## src/rtl/pqsi_pkg.sv

```systemverilog
package pqsi_pkg;

    // Default number of cells in the row.
    localparam int DefaultQueueDepth = 16;

    localparam int ValueWidth     = 32;
    localparam int PriorityWidth  = 8;
    localparam int OccupancyWidth = 5;
    localparam int StatusWidth    = 2;

    // Command codes carried in s_tuser.
    localparam logic CMD_ENQUEUE = 1'b0;
    localparam logic CMD_DEQUEUE = 1'b1;

    // Status codes carried in m_tuser.
    localparam logic [StatusWidth-1:0] ST_ENQUEUED = 2'd0;
    localparam logic [StatusWidth-1:0] ST_DEQUEUED = 2'd1;
    localparam logic [StatusWidth-1:0] ST_EMPTY    = 2'd2;
    localparam logic [StatusWidth-1:0] ST_FULL     = 2'd3;

    // One queue entry as held in a cell.
    typedef struct packed {
        logic [PriorityWidth-1:0] prio;
        logic signed [ValueWidth-1:0] value;
    } entry_t;

    // Broadcast control shared by every cell of the row.
    typedef struct packed {
        logic   enq;
        logic   deq;
        entry_t new_entry;
    } cell_ctrl_t;

endpackage

```

## src/rtl/pqsi_cell.sv

```systemverilog
module pqsi_cell (
    input  logic                 aclk,
    input  pqsi_pkg::cell_ctrl_t ctrl,
    input  logic                 cell_valid,
    input  logic                 left_ge,
    input  pqsi_pkg::entry_t     left_entry,
    input  pqsi_pkg::entry_t     right_entry,
    output logic                 ge,
    output pqsi_pkg::entry_t     entry
);
    import pqsi_pkg::*;

    entry_t entry_reg;
    entry_t entry_next;

    // This cell stays ahead of a new entry when it holds an equal or higher priority.
    assign ge = cell_valid && (entry_reg.prio >= ctrl.new_entry.prio);

    // Keep, take the new entry, or take a neighbor's entry.
    always_comb begin
        entry_next = entry_reg;
        if (ctrl.enq) begin
            if (!ge) begin
                if (left_ge) begin
                    entry_next = ctrl.new_entry;
                end else begin
                    entry_next = left_entry;
                end
            end
        end else if (ctrl.deq) begin
            entry_next = right_entry;
        end
    end

    always_ff @(posedge aclk) begin
        entry_reg <= entry_next;
    end

    assign entry = entry_reg;

endmodule

```

## src/rtl/priority_queue_sorted_insert_top.sv

```systemverilog
// Sorted priority queue built as a row of cells, front entry in cell zero.
// Input channel: s_tuser carries the command (enqueue or dequeue), s_tdata
// carries the value and priority. Every accepted item yields exactly one
// result transfer on the m_ channel: m_tuser carries the status, m_tdata the
// dequeued value and priority (zero otherwise) and the occupancy afterward.
// Higher priorities leave first; equal priorities leave in arrival order.
// An enqueue into a full queue is dropped and reported as full; a dequeue
// from an empty queue is reported as empty.
// Latency: the result is presented in the cycle after the input transfer.
// Throughput: one item per cycle. Every cell compares against the new item
// in parallel and keeps its entry or moves it one place in the same cycle, so
// the row update is a single step regardless of depth.
// The result sits in an output register; while the receiver stalls with a
// result pending, s_tready is low and nothing new is accepted. When the
// pending result is taken, a new item can be accepted in that same cycle.
// Reset (aresetn low, synchronous) empties the queue and drops any pending
// result; cell contents are not cleared and are never read before written.
module priority_queue_sorted_insert_top #(
    parameter int QUEUE_DEPTH = pqsi_pkg::DefaultQueueDepth
) (
    input  logic        aclk,
    input  logic        aresetn,
    input  logic        s_tvalid,
    output logic        s_tready,
    input  logic [39:0] s_tdata,  // item_value [31:0], item_priority [39:32]
    input  logic [0:0]  s_tuser,  // command [0]
    output logic        m_tvalid,
    input  logic        m_tready,
    output logic [47:0] m_tdata,  // out_value [31:0], out_priority [39:32],
                                  // occupancy [44:40], zero fill [47:45]
    output logic [1:0]  m_tuser   // status [1:0]
);
    import pqsi_pkg::*;

    localparam int CountWidth = $clog2(QUEUE_DEPTH + 1);

    logic [CountWidth-1:0] count_reg;
    logic [CountWidth-1:0] count_next;

    logic                         out_valid_reg;
    logic                         out_valid_next;
    logic [StatusWidth-1:0]       status_reg;
    logic [StatusWidth-1:0]       status_next;
    entry_t                       out_entry_reg;
    entry_t                       out_entry_next;
    logic [OccupancyWidth-1:0]    occ_reg;
    logic [OccupancyWidth-1:0]    occ_next;

    logic       in_fire;
    logic       is_full;
    logic       is_empty;
    cell_ctrl_t ctrl;

    entry_t                 cell_entry [QUEUE_DEPTH];
    logic [QUEUE_DEPTH-1:0] cell_ge;

    // Accept a new item whenever the output register is free or being drained.
    assign s_tready = !out_valid_reg || m_tready;
    assign in_fire  = s_tvalid && s_tready;
    assign is_full  = (count_reg == CountWidth'(QUEUE_DEPTH));
    assign is_empty = (count_reg == '0);

    // Broadcast control to the cell row.
    always_comb begin
        ctrl.enq             = in_fire && (s_tuser[0] == CMD_ENQUEUE) && !is_full;
        ctrl.deq             = in_fire && (s_tuser[0] == CMD_DEQUEUE) && !is_empty;
        ctrl.new_entry.value = s_tdata[31:0];
        ctrl.new_entry.prio  = s_tdata[39:32];
    end

    // Row of cells; cell zero sees an always-ahead left neighbor.
    for (genvar i = 0; i < QUEUE_DEPTH; i++) begin : g_cell
        logic   left_ge_w;
        entry_t left_w;
        entry_t right_w;

        if (i == 0) begin : g_first
            assign left_ge_w = 1'b1;
            assign left_w    = ctrl.new_entry;
        end else begin : g_mid
            assign left_ge_w = cell_ge[i-1];
            assign left_w    = cell_entry[i-1];
        end

        if (i == QUEUE_DEPTH - 1) begin : g_last
            assign right_w = cell_entry[i];
        end else begin : g_inner
            assign right_w = cell_entry[i+1];
        end

        pqsi_cell u_cell (
            .aclk        (aclk),
            .ctrl        (ctrl),
            .cell_valid  (CountWidth'(i) < count_reg),
            .left_ge     (left_ge_w),
            .left_entry  (left_w),
            .right_entry (right_w),
            .ge          (cell_ge[i]),
            .entry       (cell_entry[i])
        );
    end

    // Count update and result formation.
    always_comb begin
        count_next     = count_reg;
        out_valid_next = out_valid_reg && !m_tready;
        status_next    = status_reg;
        out_entry_next = out_entry_reg;
        occ_next       = occ_reg;
        if (in_fire) begin
            out_valid_next = 1'b1;
            out_entry_next = '0;
            if (s_tuser[0] == CMD_ENQUEUE) begin
                if (is_full) begin
                    status_next = ST_FULL;
                end else begin
                    status_next = ST_ENQUEUED;
                    count_next  = count_reg + 1'b1;
                end
            end else begin
                if (is_empty) begin
                    status_next = ST_EMPTY;
                end else begin
                    status_next    = ST_DEQUEUED;
                    out_entry_next = cell_entry[0];
                    count_next     = count_reg - 1'b1;
                end
            end
            occ_next = OccupancyWidth'(count_next);
        end
    end

    // Control state.
    always_ff @(posedge aclk) begin
        if (!aresetn) begin
            count_reg     <= '0;
            out_valid_reg <= 1'b0;
        end else begin
            count_reg     <= count_next;
            out_valid_reg <= out_valid_next;
        end
    end

    // Result payload.
    always_ff @(posedge aclk) begin
        status_reg    <= status_next;
        out_entry_reg <= out_entry_next;
        occ_reg       <= occ_next;
    end

    assign m_tvalid = out_valid_reg;
    assign m_tuser  = status_reg;
    assign m_tdata  = {3'b000, occ_reg, out_entry_reg.prio, out_entry_reg.value};

endmodule
```

## config.mk

```make
export PLATFORM = sky130hd
export DESIGN_NAME = priority_queue_sorted_insert_top
export DESIGN_NICKNAME = d
export VERILOG_FILES = /design/src/rtl/pqsi_pkg.sv /design/src/rtl/pqsi_cell.sv /design/src/rtl/priority_queue_sorted_insert_top.sv
export SDC_FILE = /design/constraint.sdc
export NUM_CORES = 2
export LEC_CHECK = 0
export ABC_AREA = 1
export BUFFER_PORTS_ARGS = -buffer_cell sky130_fd_sc_hd__buf_2
export CAP_MARGIN = 10
export CORE_ASPECT_RATIO = 0.8
export CORE_MARGIN = 2
export CORE_UTILIZATION = 45
export CTS_BUF_LIST = sky130_fd_sc_hd__clkbuf_8
export CTS_CLUSTER_DIAMETER = 50
export DETAILED_ROUTE_END_ITERATION = 6
export HOLD_SLACK_MARGIN = 0.12
export MAX_ROUTING_LAYER = met4
export PLACE_DENSITY = 0.71
export SLEW_MARGIN = 20
export SYNTH_ARGS = -nofsm -noshare
export SYNTH_HDL_FRONTEND = slang
export SYNTH_SLANG_ARGS = --single-unit
```

## constraint.sdc

```tcl
create_clock -name aclk -period 3.8 [get_ports aclk]
set_input_delay 0.38 -clock aclk [delete_from_list [all_inputs] [get_ports aclk]]
set_output_delay 0.38 -clock aclk [all_outputs]
set_load 0.02 [all_outputs]
```

## Word level (Yosys, flattened, before mapping)

Index checks and enable logic that the tools add are counted.

- Bits in registers: 693
- Bits of input ports: 45
- Output and inout bits: 52
- Logic and storage cells: 203

- Add/subtract/negate cells: 2
- $lt $le $gt $ge: 32
- Equal/unequal tests: 16
- Mux-type cells: 67
- Bitwise operators: 2
- Reductions and logical operators: 46

Operators with widths:

| kind | count |
|---|---|
| two-way mux 40 bit | 60 |
| greater-or-equal comparator 8 bit | 16 |
| less-than comparator 4 x 5 -> 1 bit (first input constant) | 8 |
| AND reduction 2 bit | 16 |
| inequality test 2 bit (second input constant) | 15 |
| logical AND 1 bit | 22 |
| less-than comparator 3 x 5 -> 1 bit (first input constant) | 4 |
| two-way mux 5 bit | 3 |
| less-than comparator 1 x 5 -> 1 bit (first input constant) | 2 |
| less-than comparator 2 x 5 -> 1 bit (first input constant) | 2 |
| two-way mux 2 bit | 3 |
| adder 5 x 1 -> 5 bit (second input constant) | 1 |
| equality test 5 bit (second input constant) | 1 |
| logical NOT 5 bit | 1 |
| subtractor 5 x 1 -> 5 bit (second input constant) | 1 |
| logical NOT 1 bit | 4 |
| NOT 1 bit | 2 |
| nonzero test 2 bit | 1 |
| OR reduction 2 bit | 1 |
| logical OR 1 bit | 1 |
| two-way mux 1 bit | 1 |

## Depth between registers and ports, before layout

- Word-level depth: 7
- Gate-level depth with buffers: 15
- Gate-level depth less buffers: 14

## Cells and area by module

A second synthesis with hierarchy kept.

- Cells, all modules: 4375
- Area total of the unflattened synthesis: 37980.2 µm²

By module, submodules not included:

| module | instances | cells an instance | area each (µm²) | sequential area each (µm²) |
|---|---|---|---|---|
| pqsi_cell | 16 | 258 | 2224.6 | 1201.2 |
| priority_queue_sorted_insert_top | 1 | 247 | 2386.0 | 1531.5 |

## Least setup slack after synthesis

OpenSTA, ideal clock, no wires.

- Kind: register to register
- Start: register count_reg[0]
- End: register g_cell[15].u_cell.entry_reg, in the netlist g_cell[15].u_cell.entry[0] (enable)
- Setup time: 451 ps
- Data arrival time: 3577 ps
- Data required time: 3349 ps
- Slack: -228 ps
- Cell stages (with the launch flop): 10
- Buffers on the path: 2
- Clock period less this slack: 4028 ps
- Cells stage by stage: dfxtp_1 clkinv_1 ha_1 nand4_1 nand2_2 nor2_4 inv_1 buf_4 clkbuf_1 a21oi_1

- Word-level cells in the longest chain between the ends: 4
- Elaborated cells between the ends (all ways): 7
- Classes of those cells: order compare: 1; eq/ne: 1; bitwise: 1; reduce/logical: 4

Ends and longest elaborated chain:

| what | line | text |
|---|---|---|
| from (decl) | priority_queue_sorted_insert_top.sv:37 | `logic [CountWidth-1:0] count_reg;` |
| from (signal assigned) | priority_queue_sorted_insert_top.sv:139 | `count_reg <= count_next;` |
| less-than comparator 4 x 5 -> 1 bit / equality test 5 bit (equally long branches) | priority_queue_sorted_insert_top.sv:94, priority_queue_sorted_insert_top.sv:60 |  |
| logical AND 1 bit / logical NOT 1 bit (equally long branches) | pqsi_cell.sv:17, priority_queue_sorted_insert_top.sv:65 |  |
| NOT 1 bit (no line) / logical AND 1 bit (equally long branches) | - |  |
| AND reduction 2 bit (no line) * | - |  |
| to (signal assigned) | pqsi_cell.sv:36 | `entry_reg <= entry_next;` |
| to (decl) | pqsi_cell.sv:13 | `entry_t entry_reg;` |

Every way passes the cells marked *; elsewhere a longest branch is shown, timed or not.
A chain may end at the register's enable or synchronous reset.

==> reports/summary.txt <==
status: completed
Gate Count Post-Synth: 5129
worst r2r path cells: 10
post-CTS sizing: 0
drc violations: 0
Clock power frac: 29.4%
Worst Tran Pin Value: 0.8255 ns
busiest grt layer: met1
filler cell count: 8157
Worst slew margin: 44.83%
Final Skew: 0.03426 ns
Pre-antenna DRT Iters: 6
layout cells sized above 1: 6.597%
# setup viols final: 0
Synth cell types: 30
total negative setup slack: 0 ns
post-route ant nets: 0
clock buffer depth: 3
Hold Path Stages: 3
DP HPWL: 69790 µm
port bufs: 93
largest net degree at the start of global routing: 118
Worst-Skew Late Latency: 0.75 ns
CP arrival: 3.53 ns
Synth area leaders: edfxtp_1 52%, nand2_1 30%, inv_1 6.2%, ha_1 4.2%, buf_2 1.5%
hold crit path type: in2reg
Worst Hold End: g_cell[15].u_cell.entry[32]
first-pass GRT wire length: 170000 µm
wire per inst: 16.62 µm
Avg Synthesized Cell Area: 7.665 µm²
Critical Path Start Type: flip-flop
f_max: 342.4 MHz
routing usage on met3: 3.767%
Layout Nets: 5407
clk sinks: 693
DIE WIDTH: 334.5 µm
P_int: 14.21 mW
number of maximum-capacitance violations: 0
most used cell, CP: nand2_1
# IOs: 97
crit path buf inv count: 2
YS warnings: 0
RR Startpoint: count_reg[0]
r2r setup slk: 0.88 ns
CP peak stage delay: 0.55 ns
core footprint: 86120 µm²
Mapped Area: 39310 µm²
Seq pwr share: 48.9%
setup repair after global routing missed its margin: no
power density cells: 483.2 nW/µm²
critical path cell sequence: clkinv_1 > ha_1 > nand4_1 > nand2_2 > nor2_4 > buf_12 > nand2_1 > nand2_1 > nand2_1 > nand2_1
worst hold slack: 0.3483 ns
Final Critical Period: 2.921 ns
critical path class: reg2reg
Clock Pin Slew Worst Setup and Hold Paths: 0.06 ns
critical hold path startpoint: s_tdata[32]
Net Sw Frac: 32.17%
drt initial violations: 3462
Yosys top cell area share: 52.48%
via/cell ratio: 4.986
H-Tree Depth: 3
Area Growth Syn to Fin: 10.28%
DR vias: 32157
reg2reg end: g_cell[4].u_cell.entry[18]
Initial Utilization: 45.65%
die height: 268.4 µm
EDFF count, synth: 687
met2 Use GR: 35.54%
num rows: 96
Seq/Total Area, Yosys: 52.78%
leak pwr: 25.04 nW
Final Slew Violations: 0
Switch Pwr: 6.738 mW
async set or reset register ratio after synthesis: 0%
period utilization: 76.87%
largest area contributor in the netlist: edfxtp_1
Commonest cells post-synth: 3123 x nand2_1, 687 x edfxtp_1, 650 x inv_1
slowest CP cell: nand2_1
CTS tree: built
GR Util All Layers: 24.53%
initial antenna violation count: 1
critical path required time: 4.41 ns
post-synthesis register bit count: 693
CP top delay family: simple AND/OR/NAND/NOR gates
Final Hold Fails: 0
crit path max fanout: 30
grt met1 use: 36.04%
maximum VDD drop: 259.9 µV
max reg flops: 640
CTS root buffer: clkbuf_8
cts bufs inserted: 119
GR Overflow Total: 0
Die ar.: 89750 µm²
prevailing post-synth register cell: edfxtp_1
Comb pwr share: 21.7%
routability cong.: 0.8745
CP Capture Type: flip-flop
top-count cell post-synth: nand2_1
drt total wl: 107200 µm
vias in the first global route: 30242
## layer usage
layer | part of all wire (%) | vias to the layer above | wire length [µm]
li1 | - | 15838 | -
met1 | 47 | 14656 | 50630
met2 | 42 | 1475 | 44710
met3 | 8.9 | 188 | 9575
met4 | 2.1 | 0 | 2272
met5 | 0 | - | 0
## worst max path at each step
stage	depth (start not counted)	start	to
after floorplan	7	m_tready	g_cell[0].u_cell.entry[0]
after global placement	9	count_reg[0]	g_cell[14].u_cell.entry[11]
after detailed placement	9	count_reg[0]	g_cell[14].u_cell.entry[11]
after CTS	9	count_reg[0]	g_cell[14].u_cell.entry[14]
after global routing	10	count_reg[0]	g_cell[4].u_cell.entry[14]
final	10	count_reg[0]	g_cell[4].u_cell.entry[18]
## timing repair
item | 4_1_cts | 5_1_grt
hold endpoints to repair | 48 | 0
hold buffers | 43 | 0
buffers inserted | 0 | 0
setup endpoints to repair | 0 | 0
## cells in the final DEF (no fill, tap or decap), types with 4 or more instances in the layout
master	instances
a21oi_1	41
buf_12	15
buf_2	93
buf_4	74
clkbuf_8	123
clkinv_1	28
clkinv_2	9
clkinvlp_4	4
dfxtp_1	6
dlygate4sd3_1	43
edfxtp_1	687
ha_1	132
inv_1	693
nand2_1	3118
nand2_2	6
nand2_4	16
nand3_1	60
nand4_1	5
nor2_1	76
o21a_1	14
o21ai_0	55
## metrics by stage
stage | std cells | utilization [%] | power (mW) | area, µm² | setup WS [ns]
2_1_floorplan | 5131 | - | 13.41 | 39320 | 0.2677
3_3_place_gp | 6193 | 47.40 | 14.68 | 40820 | 0.9510
3_5_place_dp | 6193 | 47.40 | 14.83 | 40820 | 0.9410
4_1_cts | 6448 | 50.34 | 21.02 | 43350 | 0.9065
5_1_grt | 6449 | 50.34 | 22.10 | 43350 | 0.7603
6_report | 6449 | 50.34 | 20.95 | 43350 | 0.8791
## cell families (layout without fill, tap and decap cells)
family	after synthesis	count (layout)	synth area share, %
simple gates	3285	3285	31.93
buf+inv	900	1090	9.437
flops	693	693	52.78
fa+ha+maj	132	132	4.201
compound gates	115	115	1.569
xor+xnor	3	3	0.06685
other cells	1	4	0.009539
## power by group through the flow
stage	registers (mW)	logic (mW)	clock network, mW
CTS	10.2	4.51	6.28
detailed placement	10.4	4.45	0
finish	10.2	4.55	6.15
global placement	10.4	4.33	0
global route	10.3	5.17	6.59
floorplan	10.3	3.10	0
## layout make-up
cell class	count	area, µm²	share of cell area [%]
inverters	653	2459	5.671
diodes	1	2.502	0.005772
clock inverters	89	404.1	0.9322
flip-flops and latches	693	20750	47.86
well taps	1127	1410	3.253
repair buffers	225	1752	4.041
clock buffers	123	1693	3.905
multi-input cells	3538	14880	34.33
## worst register-to-register path, cell delays in order (launching register included)
cell	delay, ns
dfxtp_1	0.48
clkinv_1	0.33
ha_1	0.32
nand4_1	0.10
nand2_2	0.10
nor2_4	0.18
buf_12	0.23
nand2_1	0.62
nand2_1	0.26
nand2_1	0.10
nand2_1	0.07
No activity file was read; power rests on OpenSTA's default activity.
